===== config.mk =====
export PLATFORM = sky130hd
export DESIGN_NAME = integer_to_radix_text
export DESIGN_NICKNAME = d
export VERILOG_FILES = /design/src/rtl/irt_pkg.sv /design/src/rtl/irt_div_step.sv /design/src/rtl/irt_alpha_check.sv /design/src/rtl/integer_to_radix_text.sv
export SDC_FILE = /design/constraint.sdc
export NUM_CORES = 1
export LEC_CHECK = 0
export BUFFER_PORTS_ARGS = -buffer_cell sky130_fd_sc_hd__buf_2
export CORE_UTILIZATION = 55
export DETAILED_ROUTE_END_ITERATION = 6
export PLACE_DENSITY = 0.75
export SLEW_MARGIN = 5
export SYNTH_ARGS = -nofsm -noshare
export SYNTH_HDL_FRONTEND = slang
export SYNTH_HIERARCHICAL = 1
export SYNTH_SLANG_ARGS = --single-unit

===== constraint.sdc =====
create_clock -name clock -period 10.5 [get_ports clock]
set_input_delay 1.05 -clock clock [delete_from_list [all_inputs] [get_ports clock]]
set_output_delay 1.05 -clock clock [all_outputs]
set_load 0.005 [all_outputs]

===== src/rtl/irt_pkg.sv =====
// shared constants and helpers for the integer to radix text converter
// no dependencies; used by every module under rtl
`default_nettype none

package irt_pkg;

   localparam int unsigned MAX_RADIX   = 16;
   localparam int unsigned MAX_DIGITS  = 32;
   localparam int unsigned DIGIT_IDX_W = $clog2(MAX_DIGITS);
   localparam int unsigned CNT_W       = DIGIT_IDX_W + 1;
   localparam int unsigned STEP_BITS   = 8;

   localparam logic [7:0] SYM_PLUS  = 8'h2B;
   localparam logic [7:0] SYM_MINUS = 8'h2D;

   // register indexes on the csr port
   localparam logic [1:0] REG_RADIX    = 2'd0;
   localparam logic [1:0] REG_SYM_LOW  = 2'd1;
   localparam logic [1:0] REG_SYM_HIGH = 2'd2;

   // pick one alphabet byte out of the two symbol registers
   function automatic logic [7:0] symbol_at(input logic [63:0] sym_low,
                                            input logic [63:0] sym_high,
                                            input logic [3:0]  idx);
      logic [63:0] word;
      word = idx[3] ? sym_high : sym_low;
      symbol_at = word[{idx[2:0], 3'b000} +: 8];
   endfunction

endpackage

`default_nettype wire


===== src/rtl/irt_div_step.sv =====
// shared divide unit: eight restoring long-division steps by the radix
// depends on irt_pkg
`default_nettype none

module irt_div_step (
   input  wire logic [4:0]                    radix,
   input  wire logic [3:0]                    rem_in,
   input  wire logic [irt_pkg::STEP_BITS-1:0] bits_in,
   output logic [irt_pkg::STEP_BITS-1:0]      quot_out,
   output logic [3:0]                         rem_out
);

   always_comb begin
      logic [3:0] rem;
      logic [4:0] trial;
      rem = rem_in;
      quot_out = '0;
      // msb first, remainder stays below the radix
      for (int k = irt_pkg::STEP_BITS - 1; k >= 0; k--) begin
         trial = {rem, bits_in[k]};
         if (trial >= radix) begin
            quot_out[k] = 1'b1;
            rem = 4'(trial - radix);
         end else begin
            rem = trial[3:0];
         end
      end
      rem_out = rem;
   end

endmodule

`default_nettype wire


===== src/rtl/irt_alpha_check.sv =====
// alphabet check for one symbol position against all later symbols in use
// depends on irt_pkg
`default_nettype none

module irt_alpha_check #(
   parameter int unsigned MAX_RADIX = irt_pkg::MAX_RADIX
) (
   input  wire logic [4:0]  radix,
   input  wire logic [63:0] sym_low,
   input  wire logic [63:0] sym_high,
   input  wire logic [3:0]  idx,
   output logic             bad
);

   logic [7:0] sym_i;
   logic       dup;
   logic       range_bad;

   assign sym_i     = irt_pkg::symbol_at(sym_low, sym_high, idx);
   assign range_bad = (radix < 5'd2) || (radix > 5'(MAX_RADIX));

   always_comb begin
      dup = 1'b0;
      for (int j = 0; j < 16; j++) begin
         if ((5'(j) > {1'b0, idx}) && (5'(j) < radix) &&
             (irt_pkg::symbol_at(sym_low, sym_high, 4'(j)) == sym_i)) begin
            dup = 1'b1;
         end
      end
   end

   assign bad = range_bad || dup ||
                (sym_i == irt_pkg::SYM_PLUS) || (sym_i == irt_pkg::SYM_MINUS);

endmodule

`default_nettype wire


===== src/rtl/integer_to_radix_text.sv =====
// top level of the integer to radix text converter: sequencer, csr block, digit store
// depends on irt_pkg, irt_alpha_check, irt_div_step
`default_nettype none

// usage
//   a transaction on the request side is taken when start is high and busy is low;
//   req_value is a signed 32-bit number. busy stays high until the whole text is out.
//   the text leaves as one byte per cycle on rsp_symbol, marked by rsp_valid,
//   most significant symbol first, with a leading '-' for negative numbers.
//   rsp_last flags the final symbol. the receiver cannot stall: each byte is
//   shown for exactly one cycle.
//   the alphabet (radix, symbols_low, symbols_high) sits behind the apb port at
//   byte addresses 0, 8 and 16; write it only while busy is low.
//   a bad alphabet (radix outside 2..16, a '+' or '-' symbol, a repeated symbol)
//   makes the transaction produce no bytes.
// sequence
//   accept, then an alphabet check of each symbol in use in turn, then the shared
//   divide unit, one pass over the magnitude per digit (8 quotient bits a cycle),
//   then the emitted bytes. the divide unit is the limit on rate.
// reset
//   synchronous, clears the sequencer, the csr registers and the output strobe.

module integer_to_radix_text #(
   parameter int unsigned MAX_RADIX  = irt_pkg::MAX_RADIX,
   parameter int unsigned MAX_DIGITS = irt_pkg::MAX_DIGITS
) (
   input  wire logic        clock,
   input  wire logic        reset,
   // request side
   input  wire logic        start,
   output logic             busy,
   input  wire logic signed [31:0] req_value,
   // result side
   output logic             rsp_valid,
   output logic [7:0]       rsp_symbol,
   output logic             rsp_last,
   // csr port
   input  wire logic        psel,
   input  wire logic        penable,
   input  wire logic        pwrite,
   input  wire logic [4:0]  paddr,
   input  wire logic [63:0] pwdata,
   output logic [63:0]      prdata,
   output logic             pready
);

   localparam int unsigned IDX_W = $clog2(MAX_DIGITS);
   localparam int unsigned CNT_W = IDX_W + 1;

   typedef enum logic [2:0] {
      S_IDLE,
      S_CHECK,
      S_DIV,
      S_SIGN,
      S_EMIT
   } state_type;

   // csr registers
   logic [4:0]  radix_ff;
   logic [63:0] sym_low_ff;
   logic [63:0] sym_high_ff;
   logic        csr_wr;

   // sequencer and datapath registers
   state_type        state_ff, state_in;
   logic [31:0]      mag_ff, mag_in;
   logic [3:0]       rem_ff, rem_in;
   logic [1:0]       step_ff, step_in;
   logic [3:0]       idx_ff, idx_in;
   logic [CNT_W-1:0] cnt_ff, cnt_in;
   logic             sign_ff, sign_in;
   logic             rsp_valid_ff, rsp_valid_in;
   logic [7:0]       rsp_symbol_ff, rsp_symbol_in;
   logic             rsp_last_ff, rsp_last_in;

   // digit store, least significant digit first
   logic [3:0]       store_ff [MAX_DIGITS];
   logic             store_wr;

   // shared unit connections
   logic [irt_pkg::STEP_BITS-1:0] quot;
   logic [3:0]                    rem_step;
   logic                          alpha_bad;
   logic [CNT_W-1:0]              cnt_dec;
   logic [31:0]                   raw;
   logic                          accept;

   // csr port
   assign pready = 1'b1;
   assign csr_wr = psel && penable && pwrite && pready;

   always_ff @(posedge clock) begin
      if (reset) begin
         radix_ff    <= '0;
         sym_low_ff  <= '0;
         sym_high_ff <= '0;
      end else if (csr_wr) begin
         case (paddr[4:3])
            irt_pkg::REG_RADIX:    radix_ff    <= pwdata[4:0];
            irt_pkg::REG_SYM_LOW:  sym_low_ff  <= pwdata;
            irt_pkg::REG_SYM_HIGH: sym_high_ff <= pwdata;
            default: ;
         endcase
      end
   end

   always_comb begin
      case (paddr[4:3])
         irt_pkg::REG_RADIX:    prdata = {59'd0, radix_ff};
         irt_pkg::REG_SYM_LOW:  prdata = sym_low_ff;
         irt_pkg::REG_SYM_HIGH: prdata = sym_high_ff;
         default:               prdata = '0;
      endcase
   end

   // shared units
   irt_alpha_check #(
      .MAX_RADIX (MAX_RADIX)
   ) u_alpha (
      .radix    (radix_ff),
      .sym_low  (sym_low_ff),
      .sym_high (sym_high_ff),
      .idx      (idx_ff),
      .bad      (alpha_bad)
   );

   irt_div_step u_div (
      .radix    (radix_ff),
      .rem_in   (rem_ff),
      .bits_in  (mag_ff[31 -: irt_pkg::STEP_BITS]),
      .quot_out (quot),
      .rem_out  (rem_step)
   );

   assign busy    = (state_ff != S_IDLE);
   assign accept  = start && !busy;
   assign raw     = req_value;
   assign cnt_dec = cnt_ff - CNT_W'(1);

   // sequencer
   always_comb begin
      state_in      = state_ff;
      mag_in        = mag_ff;
      rem_in        = rem_ff;
      step_in       = step_ff;
      idx_in        = idx_ff;
      cnt_in        = cnt_ff;
      sign_in       = sign_ff;
      rsp_valid_in  = 1'b0;
      rsp_symbol_in = rsp_symbol_ff;
      rsp_last_in   = 1'b0;
      store_wr      = 1'b0;

      case (state_ff)
         S_IDLE: begin
            if (accept) begin
               // magnitude as unsigned, so the most negative value survives
               sign_in  = raw[31];
               mag_in   = raw[31] ? (32'd0 - raw) : raw;
               idx_in   = '0;
               state_in = S_CHECK;
            end
         end
         S_CHECK: begin
            if (alpha_bad) begin
               state_in = S_IDLE;
            end else if ({1'b0, idx_ff} == (radix_ff - 5'd1)) begin
               rem_in   = '0;
               step_in  = '0;
               cnt_in   = '0;
               state_in = S_DIV;
            end else begin
               idx_in = idx_ff + 4'd1;
            end
         end
         S_DIV: begin
            // one quotient byte per cycle, quotient shifts in behind the dividend
            mag_in  = {mag_ff[31-irt_pkg::STEP_BITS:0], quot};
            rem_in  = rem_step;
            step_in = step_ff + 2'd1;
            if (step_ff == 2'd3) begin
               store_wr = 1'b1;
               cnt_in   = cnt_ff + CNT_W'(1);
               rem_in   = '0;
               if (mag_in == 32'd0) begin
                  state_in = sign_ff ? S_SIGN : S_EMIT;
               end
            end
         end
         S_SIGN: begin
            rsp_valid_in  = 1'b1;
            rsp_symbol_in = irt_pkg::SYM_MINUS;
            rsp_last_in   = 1'b0;
            sign_in       = 1'b0;
            state_in      = S_EMIT;
         end
         S_EMIT: begin
            rsp_valid_in  = 1'b1;
            rsp_symbol_in = irt_pkg::symbol_at(sym_low_ff, sym_high_ff,
                                               store_ff[cnt_dec[IDX_W-1:0]]);
            rsp_last_in   = (cnt_ff == CNT_W'(1));
            cnt_in        = cnt_dec;
            if (cnt_ff == CNT_W'(1)) begin
               state_in = S_IDLE;
            end
         end
         default: begin
            state_in = S_IDLE;
         end
      endcase
   end

   always_ff @(posedge clock) begin
      if (reset) begin
         state_ff      <= S_IDLE;
         mag_ff        <= '0;
         rem_ff        <= '0;
         step_ff       <= '0;
         idx_ff        <= '0;
         cnt_ff        <= '0;
         sign_ff       <= 1'b0;
         rsp_valid_ff  <= 1'b0;
         rsp_symbol_ff <= '0;
         rsp_last_ff   <= 1'b0;
      end else begin
         state_ff      <= state_in;
         mag_ff        <= mag_in;
         rem_ff        <= rem_in;
         step_ff       <= step_in;
         idx_ff        <= idx_in;
         cnt_ff        <= cnt_in;
         sign_ff       <= sign_in;
         rsp_valid_ff  <= rsp_valid_in;
         rsp_symbol_ff <= rsp_symbol_in;
         rsp_last_ff   <= rsp_last_in;
      end
   end

   always_ff @(posedge clock) begin
      if (store_wr) begin
         store_ff[cnt_ff[IDX_W-1:0]] <= rem_step;
      end
   end

   assign rsp_valid  = rsp_valid_ff;
   assign rsp_symbol = rsp_symbol_ff;
   assign rsp_last   = rsp_last_ff;

   // checks
   a_emit_has_digit: assert property (@(posedge clock) disable iff (reset)
      (state_ff == S_EMIT) |-> (cnt_ff != '0))
      else $error("emit with empty digit store");

   a_rem_below_radix: assert property (@(posedge clock) disable iff (reset)
      (state_ff == S_DIV) |-> ({1'b0, rem_ff} < radix_ff))
      else $error("division remainder not below radix");

   a_last_ends_text: assert property (@(posedge clock) disable iff (reset)
      (rsp_valid_ff && rsp_last_ff) |-> (state_ff == S_IDLE))
      else $error("final symbol while sequencer still active");

   a_minus_not_last: assert property (@(posedge clock) disable iff (reset)
      (rsp_valid_ff && (rsp_symbol_ff == irt_pkg::SYM_MINUS)) |-> !rsp_last_ff)
      else $error("sign symbol marked as final");

   a_accept_goes_busy: assert property (@(posedge clock) disable iff (reset)
      accept |=> busy)
      else $error("accepted transaction did not raise busy");

endmodule

`default_nettype wire


# Word level (Yosys, flattened, before mapping)

Memory sizes are Yosys's and may differ from the RTL's.
Index checks and enable logic that the tools add are counted.

Memories: 1
RAM bits: 128
Flip-flop bits (word level): 195
Input bits: 107
Output and inout bits: 76

Memories:

| name     | depth | bits a word | read ports | clocked after Yosys merged registers in | write ports | line                        | text |
|---|---|---|---|---|---|---|---|
| store_ff | 32    | 4           | 1          | 0                                       | 1           | integer_to_radix_text.sv:77 | `logic [3:0] store_ff [MAX_DIGITS];` |

Equal/unequal tests: 34
Reduce and logical (&&, ||, !) cells: 59
Multiplexer cells: 68
Bitwise operators: 1
$lt $le $gt $ge: 40
Add/sub/neg operators: 14
Shift operators: 2

Operators by type and width:

| cell                                                                            | number |
|---|---|
| 64-bit case mux with 3 select lines                                             | 1 |
| 64-bit 2-to-1 mux                                                               | 2 |
| 64-bit by 7-bit variable part select with 8-bit output                          | 2 |
| 8-bit == test                                                                   | 15 |
| 32-bit 2-to-1 mux                                                               | 2 |
| 32-bit case mux with 2 select lines                                             | 1 |
| 4-bit 2-to-1 mux                                                                | 14 |
| 5-bit >= comparator                                                             | 8 |
| 4-bit by 5-bit < comparator with 1-bit output (first input constant)            | 8 |
| 1-bit logical AND                                                               | 33 |
| 4-bit greater-than comparator (first input constant)                            | 8 |
| 32-bit zero test                                                                | 1 |
| 1-bit by 32-bit subtractor with 32-bit output (first input constant)            | 1 |
| 4-bit subtractor                                                                | 8 |
| 1-bit 2-to-1 mux                                                                | 29 |
| 3-bit 2-to-1 mux                                                                | 7 |
| 3-bit by 5-bit < comparator with 1-bit output (first input constant)            | 4 |
| 6-bit 2-to-1 mux                                                                | 3 |
| 6-bit case mux with 3 select lines                                              | 1 |
| 8-bit by 6-bit == test with 1-bit output (second input constant)                | 2 |
| 3-bit by 4-bit greater-than comparator with 1-bit output (first input constant) | 4 |
| 4-bit case mux with 2 select lines                                              | 2 |
| 8-bit case mux with 2 select lines                                              | 1 |
| 3-bit case mux with 5 select lines                                              | 1 |
| 35 further kinds                                                                | 60 |

# Depth between registers and ports, before layout

Depth in word-level cells: 24
Gate-level depth with buffers: 62
Depth with buffers taken out: 60

# Hierarchy

Netlist, hierarchy kept.

By module, submodules not included:

| module                | cells each | area an instance (um^2) | instances | sequential area each (um^2) |
|---|---|---|---|---|
| integer_to_radix_text | 1545       | 15331.0                 | 1         | 7747.4 |
| irt_alpha_check       | 349        | 3010.4                  | 1         | 0.0 |
| irt_div_step          | 222        | 1756.7                  | 1         | 0.0 |

# Worst setup path before layout

Ideal clock, no wire load.

Path kind: register to register
From: register radix_ff[1]
To: register state_ff[2]
Clock period less this slack: 11304 ps
Data required time: 10430 ps
Cell stages (with the launch flop): 56
Library setup time: 70 ps
Path slack: -804 ps
Arrival: 11233 ps
Path through: dfxtp_1 -> inv_1 -> ha_1 -> a31oi_1 -> o21ai_2 -> mux2_4 -> ha_1 -> nand2_1 -> o21ai_0 -> a31o_2 -> buf_2 -> mux2_2 -> ha_1 -> and2_1 -> a21bo_2 -> clkbuf_1 -> nor2_1 -> a21oi_1 -> [... 20 more ...] -> a21o_1 -> a31oi_1 -> o21ai_1 -> mux2i_1 -> ha_1 -> a21oi_1 -> nand2_1 -> a31o_2 -> a21o_1 -> a21oi_2 -> inv_1 -> nor4_1 -> nand4_1 -> nor3_1 -> o21ai_1 -> or2_1 -> or4b_1 -> a21oi_1

Elaborated cells on any way between the ends: 104

RTL lines:

| element                       | line                         | text |
|---|---|---|
| from (decl)                   | integer_to_radix_text.sv:59  | `logic [4:0] radix_ff;` |
| from (signal assigned)        | integer_to_radix_text.sv:99  | `irt_pkg::REG_RADIX: radix_ff <= pwdata[4:0];` |
| 5-bit >= comparator           | irt_div_step.sv:21           | `if (trial >= radix) begin` |
| 1-bit 2-to-1 mux              | irt_div_step.sv:21           |  |
| via quot, one bit             | integer_to_radix_text.sv:81  | `logic [irt_pkg::STEP_BITS-1:0] quot;` |
| 32-bit zero test              | integer_to_radix_text.sv:185 | `if (mag_in == 32'd0) begin` |
| 2-bit != test (no line)       | n/a                          |  |
| 5-bit AND reduction (no line) | n/a                          |  |
| to (signal assigned)          | integer_to_radix_text.sv:226 | `state_ff <= state_in;` |
| to (decl)                     | integer_to_radix_text.sv:65  | `state_type state_ff, state_in;` |

The timed path passes the listed nets, and every way through them passes these cells.
A chain may end at the register's enable or synchronous reset.

# Final worst setup path

From: register mag_ff[31]
To: register state_ff[2]

Elaborated cells on any way between the ends: 33

RTL lines:

| element                       | line                         | text |
|---|---|---|
| from (decl)                   | integer_to_radix_text.sv:66  | `logic [31:0] mag_ff, mag_in;` |
| from (signal assigned)        | integer_to_radix_text.sv:227 | `mag_ff <= mag_in;` |
| 5-bit >= comparator           | irt_div_step.sv:21           |  |
| 1-bit 2-to-1 mux              | irt_div_step.sv:21           |  |
| via quot, one bit             | integer_to_radix_text.sv:81  |  |
| 32-bit zero test              | integer_to_radix_text.sv:185 |  |
| 2-bit != test (no line)       | n/a                          |  |
| 5-bit AND reduction (no line) | n/a                          |  |

The timed path passes the listed nets, and every way through them passes these cells.

==> metrics.txt <==
Synthesized Nets around 2300; fin crit period approximately 11000 ps; flops & latches, synth roughly 320; violated checks design-rule violations, negative setup slack; Worst Hold Launch cnt_ff[5]; total CTS buffers 36; grt total ovfl 0; CTS hold repair buffers 0; Yosys cell types 98; Initial Utilization 56.23%; largest net degree at the start of global routing 101; Placeable Area around 36000 um2; GRT Total Usage approximately a third; RePlAce Congestion 1.041; iteration-0 DRC count of the detailed router around 1900; Startpoint Class register; routed len/inst 24.18 um; Die Y about 190 um; CP max-delay cell or4b_4; CP startpoint mag_ff[31]; commonest cells after routing, fill and taps aside nand2_1 (347), dfxtp_1 (188), a21oi_1 (185); layout cells sized above 1 21.89%; # DRC 14; antenna violations before repair 2; hold crit path type register to register; via/cell ratio between 6 and 7; # setup viols final 1; Final WS setup -147.3 ps; top_reg_cell synth dfxtp_1; Worst EP arrival roughly 11000 ps; Die Wd between 150 and 200 um; max incr delay on CP about 520 ps; WP data required between 10000 and 15000 ps; Yosys warning count 6; RSZ-0062 raised after global routing true; PortBufs ~180; Final Hold Violating Endpoints 0; clk root buf clkbuf_16; skew final 24.14 ps; R2R Path Start mag_ff[31]; fill cell count about 2900; EDFF count, synth around 130; DP HPWL ~46 mm; num rows 69; maximum clock path buffer count 3; Worst slew margin 15.83%; first-pass GRT wire length 98.00 mm; max_cap viols 0; TritonRoute pass-1 iters 7; Syn Std Cell Area between 20000 and 25000 um2; worst reg2reg path depth 54; Slew @ Worst Pin between 1000 and 1500 ps; Post-Synthesis Cells roughly 2100; Syn Area/Cell 9.498 um2; clock-pin transition on the worst setup and hold timing paths 60 ps; Nets around 2400; cell count of the worst hold path 1; final design area excluding fillers around 23000 um2; CTS tree yes; CP Class register to register; IO Pins 183; pre-CTS WS -166.6 ps; area grow syn2layout 14.94%; Async S/R FF share, synth 0%; Final ANT Viol Nets 0; Setup crit end kind register; most common cell after layout, fill and taps aside nand2_1; worst skew pair latency approximately 560 ps; CP Max Fanout 7; status finished, violations left; final WL 66.52 mm; final worst-path cycle share 101.4%; Num Clock Sinks about 320; instance area at placement 21390 um2; die area about 37000 um2; Pins Over Slew Limit 0; H-tree Lvls 2; number of global-route vias before repair around 17000; register area share after synthesis ~39%; Via Count ~18000; fmax 0.09392 GHz
[synthesized netlist by cell type, drive strengths merged, types with 37 or more instances]
master,n,area [um2]
clkbuf,100,375.4
ha,48,600.6
xor2,55,489.2
mux2i,84,844.6
dfxtp,195,3904
o21ai,59,302.8
a21oi,199,1026
edfxtp,128,3844
xnor2,115,1022
mux2,37,427.9
mux4,58,1310
nand3,43,220.2
nor2,112,441.7
nand2,350,1316
inv,47,176.4
buf,49,332.8
a22o,62,543.0
[per-layer routing]
metal / GRT usage, % / up-vias / part of all wire [%]
li1: - / 8054 / -
met1: 44.18 / 8676 / 39
met2: 56.69 / 954 / 47
met3: 4.833 / 229 / 7.9
met4: 20.01 / 2 / 6.2
met5: 0 / - / 0.020
[state kept, by name, summed over array words and instances, names as in the netlist]
signal,count
cnt_ff,6
idx_ff,4
mag_ff,32
radix_ff,5
rem_ff,4
rsp_last,1
rsp_symbol,8
rsp_valid,1
sign_ff,1
state_ff,3
step_ff,2
store_ff,128
sym_high_ff,64
sym_low_ff,64
[layout make-up]
cell class              instances  area [um2]  area share [%]
well taps                     461       576.8           2.497
clock inverters                14       192.7          0.8341
flip-flops and latches        323        7759           33.59
inverters                      47       185.2          0.8016
clock buffers                  52        1033           4.474
multi-input cells            1598       11870           51.39
diodes                          1       2.502         0.01083
repair buffers                255        1479           6.402
[through the flow]
| step | hold WS (ps) | setup TNS [ps] | instances | util [%] |
|---|---|---|---|---|
| final | 502.3 | -147.3 | 2751 | 64.63 |
| after global routing | 519.6 | -1307 | 2751 | 64.63 |
| after CTS | 491.6 | 0 | 2733 | 63.62 |
| after detailed placement | 481.3 | -166.6 | 2660 | 59.86 |
| after global placement | 462.0 | 0 | 2660 | 59.86 |
| after floorplan | 443.1 | 0 | 2116 | - |
[worst paths after layout]
kind            endpoint  slack, ps
max          state_ff[2]       -150
min            cnt_ff[5]        500
max reg2reg  state_ff[2]       -150
min reg2reg    cnt_ff[5]        500
[timing repair]
action	CTS	global route
setup endpoints to repair	1	135
pin swaps	13	47
cloned	0	1
setup buffers	7	16
resized for setup	10	47
[cell families (layout without fill, tap and decap cells)]
| family | count (synthesis) | in the layout | share of synthesized area (%) |
|---|---|---|---|
| mux | 179 | 179 | 12.85 |
| flops | 323 | 323 | 38.55 |
| other cells | 1 | 2 | 0.01866 |
| compound gates | 516 | 517 | 17.36 |
| xor+xnor | 171 | 171 | 7.632 |
| simple gates | 674 | 674 | 15.40 |
| fa+ha+maj | 56 | 56 | 3.785 |
| buf+inv | 196 | 368 | 4.401 |
[worst max-delay path: cells and delay by family (launching register included)]
family	cells	cell delay [ps]
flip-flops	1	360
AO/OA/AOI/OAI	30	5130
buffers and inverters	3	190
AND/OR/NAND/NOR	10	1730
adder cells (fa/ha/maj)	8	2350
multiplexers	3	770
Power is left out: the tool's default activity adds up to more than one toggle a clock period on the data nets, which glitch-free logic cannot reach.
